### src/assert_macros.svh
// Assertion macros shared by the RTL of the three-axis velocity PID block.
// No dependencies; define NO_ASSERTIONS to compile every macro to nothing.
`ifndef ASSERT_MACROS_SVH
`define ASSERT_MACROS_SVH
`ifndef NO_ASSERTIONS
// Same-cycle implication under clock and synchronous reset.
`define ASSERT_IMPL(label, clk, rst, ante, cons, msg) \
  label: assert property (@(posedge clk) disable iff (rst) (ante) |-> (cons)) else $error(msg);
// Next-cycle implication under clock and synchronous reset.
`define ASSERT_NEXT(label, clk, rst, ante, cons, msg) \
  label: assert property (@(posedge clk) disable iff (rst) (ante) |=> (cons)) else $error(msg);
`else
`define ASSERT_IMPL(label, clk, rst, ante, cons, msg)
`define ASSERT_NEXT(label, clk, rst, ante, cons, msg)
`endif
`endif

### src/vpid3_pkg.sv
// Package of the three-axis velocity PID block: sequencer states, register
// indexes, datapath widths and reset values. No dependencies.
package vpid3_pkg;

  typedef enum logic [3:0] {
    ST_IDLE,
    ST_MUL_FM,
    ST_MUL_SS,
    ST_MUL_HL,
    ST_MUL_VL,
    ST_ERR,
    ST_MUL_INT,
    ST_INT,
    ST_MUL_GI,
    ST_MUL_GP,
    ST_MUL_GD,
    ST_DIV,
    ST_FORCE,
    ST_DONE
  } state_t;

  localparam int CFG_INDEX_W = 3;
  localparam int CFG_DATA_W  = 16;

  localparam logic [CFG_INDEX_W-1:0] REG_PERIOD = 3'd0;
  localparam logic [CFG_INDEX_W-1:0] REG_GAIN_P = 3'd1;
  localparam logic [CFG_INDEX_W-1:0] REG_GAIN_I = 3'd2;
  localparam logic [CFG_INDEX_W-1:0] REG_GAIN_D = 3'd3;
  localparam logic [CFG_INDEX_W-1:0] REG_HLIM   = 3'd4;
  localparam logic [CFG_INDEX_W-1:0] REG_VLIM   = 3'd5;

  localparam logic [15:0] PERIOD_RESET = 16'd1092;
  localparam logic [15:0] GAIN_P_RESET = 16'd256;
  localparam logic [15:0] GAIN_I_RESET = 16'd0;
  localparam logic [15:0] GAIN_D_RESET = 16'd256;
  localparam logic [14:0] HLIM_RESET   = 15'd2560;
  localparam logic [14:0] VLIM_RESET   = 15'd2560;

  localparam int IN_TDATA_W  = 176;
  localparam int OUT_TDATA_W = 96;

  localparam int ACC_W      = 58;
  localparam int DIGIT_W    = 4;
  localparam int MUL_B_W    = 16;
  localparam int MUL_DIGITS = MUL_B_W / DIGIT_W;
  localparam int DIV_W      = 50;
  localparam int CNT_W      = 6;
  localparam int ERR_W      = 18;
  localparam int INT_W      = 40;
  localparam int PI_W       = 42;
  localparam int FORCE_W    = 32;

  localparam logic [1:0] AXIS_Y = 2'd1;
  localparam logic [1:0] AXIS_Z = 2'd2;

endpackage

### src/velocity_pid_three_axis_top.sv
// Top level of the three-axis velocity PID controller with trapezoidal integral.
// Depends on vpid3_pkg and on the assertion macros in assert_macros.svh.
//
//  Channel  Direction  Handshake             Payload
//  s_       in         s_tvalid / s_tready   s_tdata: one control tick (commands, axes,
//                                            measured velocity)
//  m_       out        m_tvalid / m_tready   m_tdata: force_x, force_y, force_z
//  cfg_     in         cfg_valid / cfg_ready cfg_index, cfg_data: register write
//
// Per axis, a running tick goes through the 50-step restoring divider of the derivative
// term and seven multiplications (eight for y) on the shared 4-bit digit multiplier.
// A paused tick (period zero) goes from acceptance straight to the hand-over state.
// Reset is synchronous and active high; it restores the register defaults and clears
// the integral, the previous errors and the last forces.
// The result sits in an output register, so a stalled sink only delays the hand-over
// of the next result; a new tick is accepted while the previous result waits.

`include "assert_macros.svh"

module velocity_pid_three_axis_top (
  input  logic                                 clk,
  input  logic                                 rst,
  input  logic                                 s_tvalid,
  output logic                                 s_tready,
  // From bit 0 up: move_forward[13:0], move_side[13:0], move_up[12:0],
  // fwd_dir_x/y/z[13:0], side_dir_x/y/z[13:0], meas_vel_x/y/z[15:0], zero padding.
  input  logic [vpid3_pkg::IN_TDATA_W-1:0]     s_tdata,
  output logic                                 m_tvalid,
  input  logic                                 m_tready,
  // From bit 0 up: force_x[31:0], force_y[31:0], force_z[31:0].
  output logic [vpid3_pkg::OUT_TDATA_W-1:0]    m_tdata,
  input  logic                                 cfg_valid,
  output logic                                 cfg_ready,
  input  logic [vpid3_pkg::CFG_INDEX_W-1:0]    cfg_index,
  input  logic [vpid3_pkg::CFG_DATA_W-1:0]     cfg_data
);

  localparam int AccW   = vpid3_pkg::ACC_W;
  localparam int DigitW = vpid3_pkg::DIGIT_W;
  localparam int MulBW  = vpid3_pkg::MUL_B_W;
  localparam int DivW   = vpid3_pkg::DIV_W;
  localparam int CntW   = vpid3_pkg::CNT_W;
  localparam int ErrW   = vpid3_pkg::ERR_W;
  localparam int IntW   = vpid3_pkg::INT_W;
  localparam int PiW    = vpid3_pkg::PI_W;
  localparam int ForceW = vpid3_pkg::FORCE_W;

  // Configuration registers.
  logic [15:0] period;
  logic [15:0] gain_p;
  logic [15:0] gain_i;
  logic [15:0] gain_d;
  logic [14:0] hlim;
  logic [14:0] vlim;

  // Sequencer.
  vpid3_pkg::state_t state;
  vpid3_pkg::state_t state_next;
  logic [CntW-1:0]   cnt;
  logic [1:0]        axis;
  logic              out_load;
  logic              is_mul;
  logic              mul_last;
  logic              div_last;

  // Latched tick. The per-axis arrays rotate after each axis, so entry 0 always
  // belongs to the axis being worked on.
  logic signed [13:0] mf;
  logic signed [13:0] ms;
  logic        [12:0] mu;
  logic signed [13:0] fd [3];
  logic signed [13:0] sd [3];
  logic signed [15:0] mv [3];

  // Controller state, rotated in the same way.
  logic signed [IntW-1:0]   integral   [3];
  logic signed [ErrW-1:0]   prev_err   [3];
  logic signed [ForceW-1:0] last_force [3];

  // Datapath.
  logic signed [ErrW-1:0]       err;
  logic signed [AccW-1:0]       acc;
  logic signed [AccW-1:0]       mul_a;
  logic        [MulBW-1:0]      mul_b;
  logic signed [AccW-1:0]       op_a;
  logic        [MulBW-1:0]      op_b;
  logic                         op_keep;
  logic signed [AccW+DigitW:0]  part;
  logic signed [AccW-1:0]       acc_sum;
  logic signed [14:0]           mf_w;
  logic signed [14:0]           ms_w;
  logic        [14:0]           mf_mag;
  logic        [14:0]           ms_mag;
  logic signed [ErrW+16:0]      err_raw;
  logic signed [ErrW-1:0]       err_sat;
  logic signed [IntW+1:0]       int_sum;
  logic signed [IntW-1:0]       int_sat;
  logic signed [PiW-1:0]        pi_term;
  logic        [DivW-1:0]       dq;
  logic        [15:0]           dr;
  logic                         dneg;
  logic signed [AccW-1:0]       acc_mag;
  logic        [16:0]           rem_try;
  logic                         q_bit;
  logic signed [DivW:0]         dterm;
  logic signed [PiW+9:0]        f_sum;
  logic signed [ForceW-1:0]     f_sat;

  // ---------------------------------------------------------------------------
  // Sequencer: one state per operation of an axis, counter for digits and steps.
  // ---------------------------------------------------------------------------
  always_ff @(posedge clk) begin
    if (rst) begin
      state <= vpid3_pkg::ST_IDLE;
    end else begin
      state <= state_next;
    end
  end

  assign mul_last = (cnt == CntW'(vpid3_pkg::MUL_DIGITS));
  assign div_last = (cnt == CntW'(DivW));

  always_comb begin
    state_next = state;
    s_tready   = (state == vpid3_pkg::ST_IDLE);
    cfg_ready  = (state == vpid3_pkg::ST_IDLE);
    out_load   = (state == vpid3_pkg::ST_DONE) && (!m_tvalid || m_tready);
    is_mul     = 1'b0;
    case (state)
      vpid3_pkg::ST_IDLE: begin
        if (s_tvalid) begin
          state_next = (period == '0) ? vpid3_pkg::ST_DONE : vpid3_pkg::ST_MUL_FM;
        end
      end
      vpid3_pkg::ST_MUL_FM: begin
        is_mul = 1'b1;
        if (mul_last) state_next = vpid3_pkg::ST_MUL_SS;
      end
      vpid3_pkg::ST_MUL_SS: begin
        is_mul = 1'b1;
        if (mul_last) state_next = vpid3_pkg::ST_MUL_HL;
      end
      vpid3_pkg::ST_MUL_HL: begin
        is_mul = 1'b1;
        if (mul_last) begin
          state_next = (axis == vpid3_pkg::AXIS_Y) ? vpid3_pkg::ST_MUL_VL
                                                   : vpid3_pkg::ST_ERR;
        end
      end
      vpid3_pkg::ST_MUL_VL: begin
        is_mul = 1'b1;
        if (mul_last) state_next = vpid3_pkg::ST_ERR;
      end
      vpid3_pkg::ST_ERR: begin
        state_next = vpid3_pkg::ST_MUL_INT;
      end
      vpid3_pkg::ST_MUL_INT: begin
        is_mul = 1'b1;
        if (mul_last) state_next = vpid3_pkg::ST_INT;
      end
      vpid3_pkg::ST_INT: begin
        state_next = vpid3_pkg::ST_MUL_GI;
      end
      vpid3_pkg::ST_MUL_GI: begin
        is_mul = 1'b1;
        if (mul_last) state_next = vpid3_pkg::ST_MUL_GP;
      end
      vpid3_pkg::ST_MUL_GP: begin
        is_mul = 1'b1;
        if (mul_last) state_next = vpid3_pkg::ST_MUL_GD;
      end
      vpid3_pkg::ST_MUL_GD: begin
        is_mul = 1'b1;
        if (mul_last) state_next = vpid3_pkg::ST_DIV;
      end
      vpid3_pkg::ST_DIV: begin
        if (div_last) state_next = vpid3_pkg::ST_FORCE;
      end
      vpid3_pkg::ST_FORCE: begin
        state_next = (axis == vpid3_pkg::AXIS_Z) ? vpid3_pkg::ST_DONE
                                                 : vpid3_pkg::ST_MUL_FM;
      end
      vpid3_pkg::ST_DONE: begin
        if (!m_tvalid || m_tready) state_next = vpid3_pkg::ST_IDLE;
      end
      default: begin
        state_next = vpid3_pkg::ST_IDLE;
      end
    endcase
  end

  // ---------------------------------------------------------------------------
  // Operand selection for the shared multiplier. The multiplicand is a signed
  // word; the multiplier is an unsigned 16-bit word consumed four bits a cycle.
  // A signed command is handled by moving its sign onto the multiplicand.
  // ---------------------------------------------------------------------------
  assign mf_w   = 15'(mf);
  assign ms_w   = 15'(ms);
  assign mf_mag = mf_w[14] ? 15'(-mf_w) : 15'(mf_w);
  assign ms_mag = ms_w[14] ? 15'(-ms_w) : 15'(ms_w);

  always_comb begin
    op_a    = '0;
    op_b    = '0;
    op_keep = 1'b0;
    case (state)
      vpid3_pkg::ST_MUL_FM: begin
        op_a = mf_w[14] ? -AccW'(fd[0]) : AccW'(fd[0]);
        op_b = MulBW'(mf_mag);
      end
      vpid3_pkg::ST_MUL_SS: begin
        op_a    = ms_w[14] ? -AccW'(sd[0]) : AccW'(sd[0]);
        op_b    = MulBW'(ms_mag);
        op_keep = 1'b1;
      end
      vpid3_pkg::ST_MUL_HL: begin
        op_a = acc;
        op_b = MulBW'(hlim);
      end
      vpid3_pkg::ST_MUL_VL: begin
        op_a    = AccW'({mu, 12'b0});
        op_b    = MulBW'(vlim);
        op_keep = 1'b1;
      end
      vpid3_pkg::ST_MUL_INT: begin
        op_a = AccW'(err) + AccW'(prev_err[0]);
        op_b = period;
      end
      vpid3_pkg::ST_MUL_GI: begin
        op_a = AccW'(integral[0]);
        op_b = gain_i;
      end
      vpid3_pkg::ST_MUL_GP: begin
        // The proportional term goes in scaled by 2^16 so that one floor shift
        // serves the sum of it and the integral term.
        op_a    = AccW'(err) <<< 16;
        op_b    = gain_p;
        op_keep = 1'b1;
      end
      vpid3_pkg::ST_MUL_GD: begin
        op_a = (AccW'(err) - AccW'(prev_err[0])) <<< 16;
        op_b = gain_d;
      end
      default: begin
        op_a = '0;
      end
    endcase
  end

  assign part    = mul_a * $signed({1'b0, mul_b[DigitW-1:0]});
  assign acc_sum = acc + $signed(part[AccW-1:0]);

  // Error: target in Q8.8 by a floor shift, less the measured velocity, saturated.
  assign err_raw = (ErrW+17)'($signed(acc[AccW-1:24])) - (ErrW+17)'(mv[0]);
  always_comb begin
    if ((err_raw[ErrW+16:ErrW-1] == '0) || (err_raw[ErrW+16:ErrW-1] == '1)) begin
      err_sat = err_raw[ErrW-1:0];
    end else begin
      err_sat = err_raw[ErrW+16] ? {1'b1, {(ErrW-1){1'b0}}} : {1'b0, {(ErrW-1){1'b1}}};
    end
  end

  // Trapezoid step: half of (e + e_prev) * period, floored, then saturated.
  assign int_sum = (IntW+2)'(integral[0]) + (IntW+2)'($signed(acc[IntW+1:1]));
  always_comb begin
    if ((int_sum[IntW+1:IntW-1] == '0) || (int_sum[IntW+1:IntW-1] == '1)) begin
      int_sat = int_sum[IntW-1:0];
    end else begin
      int_sat = int_sum[IntW+1] ? {1'b1, {(IntW-1){1'b0}}} : {1'b0, {(IntW-1){1'b1}}};
    end
  end

  // Restoring divider step on the magnitude of the derivative numerator.
  assign acc_mag = acc[AccW-1] ? -acc : acc;
  assign rem_try = {dr, dq[DivW-1]};
  assign q_bit   = (rem_try >= {1'b0, period});

  // Force: the divided derivative term takes back its sign and joins the rest.
  assign dterm = dneg ? -(DivW+1)'(dq) : (DivW+1)'(dq);
  assign f_sum = (PiW+10)'(pi_term) + (PiW+10)'(dterm);
  always_comb begin
    if ((f_sum[PiW+9:ForceW-1] == '0) || (f_sum[PiW+9:ForceW-1] == '1)) begin
      f_sat = f_sum[ForceW-1:0];
    end else begin
      f_sat = f_sum[PiW+9] ? {1'b1, {(ForceW-1){1'b0}}} : {1'b0, {(ForceW-1){1'b1}}};
    end
  end

  // ---------------------------------------------------------------------------
  // Control registers: configuration, counters, controller state, output valid.
  // ---------------------------------------------------------------------------
  always_ff @(posedge clk) begin
    if (rst) begin
      period   <= vpid3_pkg::PERIOD_RESET;
      gain_p   <= vpid3_pkg::GAIN_P_RESET;
      gain_i   <= vpid3_pkg::GAIN_I_RESET;
      gain_d   <= vpid3_pkg::GAIN_D_RESET;
      hlim     <= vpid3_pkg::HLIM_RESET;
      vlim     <= vpid3_pkg::VLIM_RESET;
      cnt      <= '0;
      axis     <= '0;
      m_tvalid <= 1'b0;
      for (int i = 0; i < 3; i++) begin
        integral[i]   <= '0;
        prev_err[i]   <= '0;
        last_force[i] <= '0;
      end
    end else begin
      if (cfg_valid && cfg_ready) begin
        case (cfg_index)
          vpid3_pkg::REG_PERIOD: period <= cfg_data;
          vpid3_pkg::REG_GAIN_P: gain_p <= cfg_data;
          vpid3_pkg::REG_GAIN_I: gain_i <= cfg_data;
          vpid3_pkg::REG_GAIN_D: gain_d <= cfg_data;
          vpid3_pkg::REG_HLIM:   hlim   <= cfg_data[14:0];
          vpid3_pkg::REG_VLIM:   vlim   <= cfg_data[14:0];
          default: begin
          end
        endcase
      end

      cnt <= (state_next != state) ? '0 : cnt + 1'b1;

      if (s_tvalid && s_tready) begin
        axis <= '0;
      end else if (state == vpid3_pkg::ST_FORCE) begin
        axis <= axis + 1'b1;
      end

      if (state == vpid3_pkg::ST_INT) begin
        integral[0] <= int_sat;
      end

      if (state == vpid3_pkg::ST_FORCE) begin
        integral[0]   <= integral[1];
        integral[1]   <= integral[2];
        integral[2]   <= integral[0];
        prev_err[0]   <= prev_err[1];
        prev_err[1]   <= prev_err[2];
        prev_err[2]   <= err;
        last_force[0] <= last_force[1];
        last_force[1] <= last_force[2];
        last_force[2] <= f_sat;
      end

      if (out_load) begin
        m_tvalid <= 1'b1;
      end else if (m_tready) begin
        m_tvalid <= 1'b0;
      end
    end
  end

  // ---------------------------------------------------------------------------
  // Payload registers: latched tick, multiplier, divider and output data.
  // ---------------------------------------------------------------------------
  always_ff @(posedge clk) begin
    if (s_tvalid && s_tready) begin
      mf    <= s_tdata[13:0];
      ms    <= s_tdata[27:14];
      mu    <= s_tdata[40:28];
      fd[0] <= s_tdata[54:41];
      fd[1] <= s_tdata[68:55];
      fd[2] <= s_tdata[82:69];
      sd[0] <= s_tdata[96:83];
      sd[1] <= s_tdata[110:97];
      sd[2] <= s_tdata[124:111];
      mv[0] <= s_tdata[140:125];
      mv[1] <= s_tdata[156:141];
      mv[2] <= s_tdata[172:157];
    end else if (state == vpid3_pkg::ST_FORCE) begin
      fd[0] <= fd[1];
      fd[1] <= fd[2];
      fd[2] <= fd[0];
      sd[0] <= sd[1];
      sd[1] <= sd[2];
      sd[2] <= sd[0];
      mv[0] <= mv[1];
      mv[1] <= mv[2];
      mv[2] <= mv[0];
    end

    if (is_mul) begin
      if (cnt == '0) begin
        mul_a <= op_a;
        mul_b <= op_b;
        if (!op_keep) begin
          acc <= '0;
        end
      end else begin
        acc   <= acc_sum;
        mul_a <= mul_a <<< DigitW;
        mul_b <= mul_b >> DigitW;
      end
    end

    if (state == vpid3_pkg::ST_ERR) begin
      err <= err_sat;
    end

    if ((state == vpid3_pkg::ST_MUL_GD) && (cnt == '0)) begin
      pi_term <= acc[AccW-1:16];
    end

    if (state == vpid3_pkg::ST_DIV) begin
      if (cnt == '0) begin
        dq   <= acc_mag[DivW-1:0];
        dneg <= acc[AccW-1];
        dr   <= '0;
      end else begin
        dq <= {dq[DivW-2:0], q_bit};
        dr <= q_bit ? 16'(rem_try - {1'b0, period}) : rem_try[15:0];
      end
    end

    if (out_load) begin
      m_tdata <= {last_force[2], last_force[1], last_force[0]};
    end
  end

  // ---------------------------------------------------------------------------
  // Assertions.
  // ---------------------------------------------------------------------------
  `ASSERT_NEXT(a_pause_to_done, clk, rst, s_tvalid && s_tready && (period == '0), state == vpid3_pkg::ST_DONE, "paused tick did not go straight to the output")
  `ASSERT_NEXT(a_result_handover, clk, rst, (state == vpid3_pkg::ST_DONE) && (!m_tvalid || m_tready), m_tvalid && (state == vpid3_pkg::ST_IDLE), "finished result was not handed to the output register")
  `ASSERT_IMPL(a_div_rem_bound, clk, rst, (state == vpid3_pkg::ST_DIV) && (cnt != '0), dr < period, "divider remainder not below the period")

endmodule

### config.mk
export PLATFORM = sky130hd
export DESIGN_NAME = velocity_pid_three_axis_top
export DESIGN_NICKNAME = d
export VERILOG_FILES = /design/src/vpid3_pkg.sv /design/src/velocity_pid_three_axis_top.sv
export VERILOG_INCLUDE_DIRS = /design/src /design/src/src
export SDC_FILE = /design/constraint.sdc
export NUM_CORES = 2
export LEC_CHECK = 0
export ABC_CLOCK_PERIOD_IN_PS = 10900
export BUFFER_PORTS_ARGS = -buffer_cell sky130_fd_sc_hd__buf_2
export CORE_ASPECT_RATIO = 1.1
export CORE_UTILIZATION = 40
export DETAILED_ROUTE_END_ITERATION = 8
export HOLD_SLACK_MARGIN = 0.05
export PLACE_DENSITY = 0.64
export SETUP_SLACK_MARGIN = 0.4
export SLEW_MARGIN = 20
export SYNTH_ARGS = -nofsm -noshare
export SYNTH_HDL_FRONTEND = slang
export SYNTH_SLANG_ARGS = --single-unit
### constraint.sdc
create_clock -name clk -period 10.9 [get_ports clk]
set_clock_uncertainty 0.15 [all_clocks]
set_input_delay 0.545 -clock clk [delete_from_list [all_inputs] [get_ports clk]]
set_output_delay 0.545 -clock clk [all_outputs]
set_load 0.005 [all_outputs]
==> impl_metrics.csv <==
group,metric,value,unit
outcome,status,"complete, no violations",
grt,grt_pass1_wl,261,mm
finish,fill_cells,13426,
grt,grtUsageTotal,0.231,
sta,hold_viol_final,0,
yosys,synth_top_area_share,0.413,
placement,hpwl,124,mm
clocking,root_buffer,"clkbuf_16",
setup_path,r2r_cells,24,
yosys,synth_ff_type,"edfxtp_1",
yosys,yosysMostFrequentCell,"nand2_1",
setup_path,cp_cell_sequence,"nor3_2 -> nand2b_2 -> nor4_4 -> nand3_1 -> or3_1 -> nor4_1 -> nand3_1 -> or4_1 -> or4_1 -> o41ai_1 -> xnor2_1 -> ha_1 -> nand2_1 -> nor2_1 -> o32ai_1 -> a21oi_1 -> o41ai_1 -> a41o_1 -> a2111oi_0 -> nand3_1 -> or4_1 -> a2111oi_0 -> a31oi_4 -> o31ai_1",
yosys,netlist_area,58000,µm²
yosys,yosysSeqAreaShare,0.450,
yosys,ys_warn_count,0,
sta,fin_crit_sh,0.802,
placement,place_area,61600,µm²
finish,fin_area,66900,µm²
setup_path,worstPathRequired,11270,ps
sta,layout_min_cycle_time,8740,ps
yosys,synth_compound_area_frac,0.152,
yosys,synth_edf_count,798,
clocking,clock_latency,730,ps
yosys,synth_cells,5787,
placement,portBuffers,295,
setup_path,endpoint_kind,"flip-flop",
finish,nets,6864,
clocking,cts_resized,0,
yosys,muxShareOfSynthArea,0.00362,
yosys,synth_xor_area_frac,0.0518,
drt,drt_iter0_drc,4094,
setup_path,r2r-end,"last_force[2][8]",
yosys,async_flop_share,0,
drt,drt-vias-per-instance,5.58,
yosys,yosys.area_share.simple,0.180,
grt,grt_start_max_net_pins,115,
job,maxCapViolCount,0,
setup_path,arrival,9120,ps
sta,drv_slew,0,
sta,tns,0,ps
clocking,cts.reportedPaths.clkPinSlew,60,ps
pwr,power_density,179,nW/µm²
grt,grt_pass1_vias,44382,
finish,drive_above_1_share,0.0970,
setup_path,cp_slowest_cell,"a2111oi_0",
die,die_h,401,µm
setup_path,startpoint_type,"flip-flop",
die,boundaryPins,299,
setup_path,cp_max_fo,31,
sta,setup_viol,0,
yosys,synth_area_leaders,"edfxtp_1, ha_1, nand2_1",
drt,wl,172,mm
clocking,cts_sinks,905,
sta,fmax,0.114,GHz
clocking,clock_path_buffers,3,
min_path,worstHoldEndpoint,"m_tvalid",
yosys,avgSynthCellArea,10.0,µm²
yosys,synth_adder_area_share,0.132,
yosys,synth_top_family_by_area,"simple AND/OR/NAND/NOR gates",
sta,tightest_slew,1130,ps
clocking,numCtsBuffers,95,
die,rows,146,
yosys,synth_largest_area_cell,"edfxtp_1",
drt,first_pass_iters,6,
yosys,synth_seq_cells,905,
grt,overflow,0,
sta,rsz0062_at_grt,"false",
setup_path,cp_slowest_stage_delay,680,ps
finish,final_util,0.465,
grt,grt_antenna_before_repair,11,
setup_path,crit_family,"simple AND/OR/NAND/NOR gates",
drt,vias,45539,
drt,drt-wirelength-per-cell,21.1,µm
min_path,min_path_cells,3,
die,start_util,0.403,
min_path,hp-class,"in -> reg",
placement,place_congestion,0.964,
setup_path,critPathKind,"reg -> reg",
setup_path,r2r_setup_slack,2160,ps
clocking,cts_tree,"done",
yosys,syn_nets,6496,
sta,slew_headroom,0.245,
setup_path,crit_buf_inv,0,
setup_path,r2r_start,"dq[2]",
die,core-area,144000,µm²
clocking,htree_levels,3,
finish,syn_to_final_growth,15.3,%
min_path,min_from,"m_tready",
yosys,ys_types,98,
die,dieWidth,365,µm
drt,drc,0,
pwr,p_leak,26.3,nW
die,die-area,147000,µm²
sta,holdWs,122,ps
pwr,ir_drop,0.154,mV
drt,drtAntennaViolNets,0,
yosys,synth_common_cells,"nand2_1, edfxtp_1, a21oi_1, and2_1, ha_1",
-- kinds of logic (layout without fill, tap and decap cells) --
logic type / Yosys count / after routing
other: 0 / 6
flip-flops: 905 / 905
adder cells (fa/ha/maj): 510 / 510
AO/OA/AOI/OAI: 1397 / 1397
buffers and inverters: 464 / 912
XOR/XNOR: 343 / 343
AND/OR/NAND/NOR: 2147 / 2147
multiplexers: 21 / 21
-- state kept, by name, summed over array words and instances (netlist names), 18 cells and up --
name,flops
m_tdata,96
mul_a,58
acc,58
sd,42
last_force,96
mv,48
err,18
integral,120
pi_term,42
fd,42
dq,50
prev_err,54
-- worst max path at each step --
stage                   from           endpoint  slack [ps]  cells after the start
floorplan           state[1]          mul_b[14]        2610                      7
global placement       dq[2]  last_force[2][29]        2290                     24
detailed placement     dq[2]   last_force[2][2]        2220                     24
CTS                    dq[2]   last_force[2][2]        2200                     24
global route           dq[2]   last_force[2][6]        1560                     24
finish                 dq[2]   last_force[2][8]        2160                     24
-- placed cells by master, fill, tap and decap left out, drive strengths merged, types with 112 or more instances in the layout --
| cell | n |
|---|---|
| xnor2 | 193 |
| nand2 | 911 |
| clkbuf | 120 |
| and2 | 430 |
| buf | 376 |
| a21oi | 461 |
| edfxtp | 798 |
| dlygate4sd3 | 189 |
| xor2 | 150 |
| fa | 170 |
| ha | 339 |
| o21ai | 338 |
| nor2 | 280 |
| a21o | 112 |
| inv | 174 |
| nor3 | 113 |
-- metrics by stage --
stage               instances  setup WS (ps)  power (W)
CTS                      8159           2200     0.0120
floorplan                5787           2610    0.00726
global route             8161           1560     0.0126
detailed placement       7793           2220    0.00836
global placement         7793           2290    0.00832
finish                   8165           2160     0.0120
-- metal layers --
layer | global-route usage | vias up | wire length [µm]
li1 | - | 21538 | -
met3 | 0.0323 | 404 | 10100
met1 | 0.283 | 22116 | 69000
met5 | 0 | - | 13
met2 | 0.389 | 1479 | 83200
met4 | 0.128 | 2 | 10100
-- tightest hold or removal path, cell delays in order --
cell and delay, ps:
buf_2 70, nand2b_1 220, a21oi_1 100
-- cell type report --
| class | count | area (µm²) | area share |
|---|---|---|---|
| flip-flops and latches | 905 | 26100 | 0.390 |
| clock inverters | 57 | 833 | 0.0125 |
| repair buffers | 565 | 3980 | 0.0595 |
| diodes | 6 | 15.0 | 0.000224 |
| clock buffers | 120 | 2570 | 0.0384 |
| inverters | 170 | 638 | 0.00954 |
| multi-input cells | 4418 | 30300 | 0.454 |
| well taps | 1924 | 2410 | 0.0360 |
-- power by group --
| part | leakage (nW) | internal, W | switching [W] |
|---|---|---|---|
| clock network | 1.66 | 0.00213 | 0.00145 |
| registers | 8.61 | 0.00404 | 0.000226 |
| logic | 16.1 | 0.00166 | 0.00248 |
| total | 26.3 | 0.00783 | 0.00416 |
-- what timing repair did --
action	4_1_cts	5_1_grt
hold buffers	189	0
setup buffers	0	0
endpoints found under the hold margin	267	0
Power figures use the tool's default switching activity.
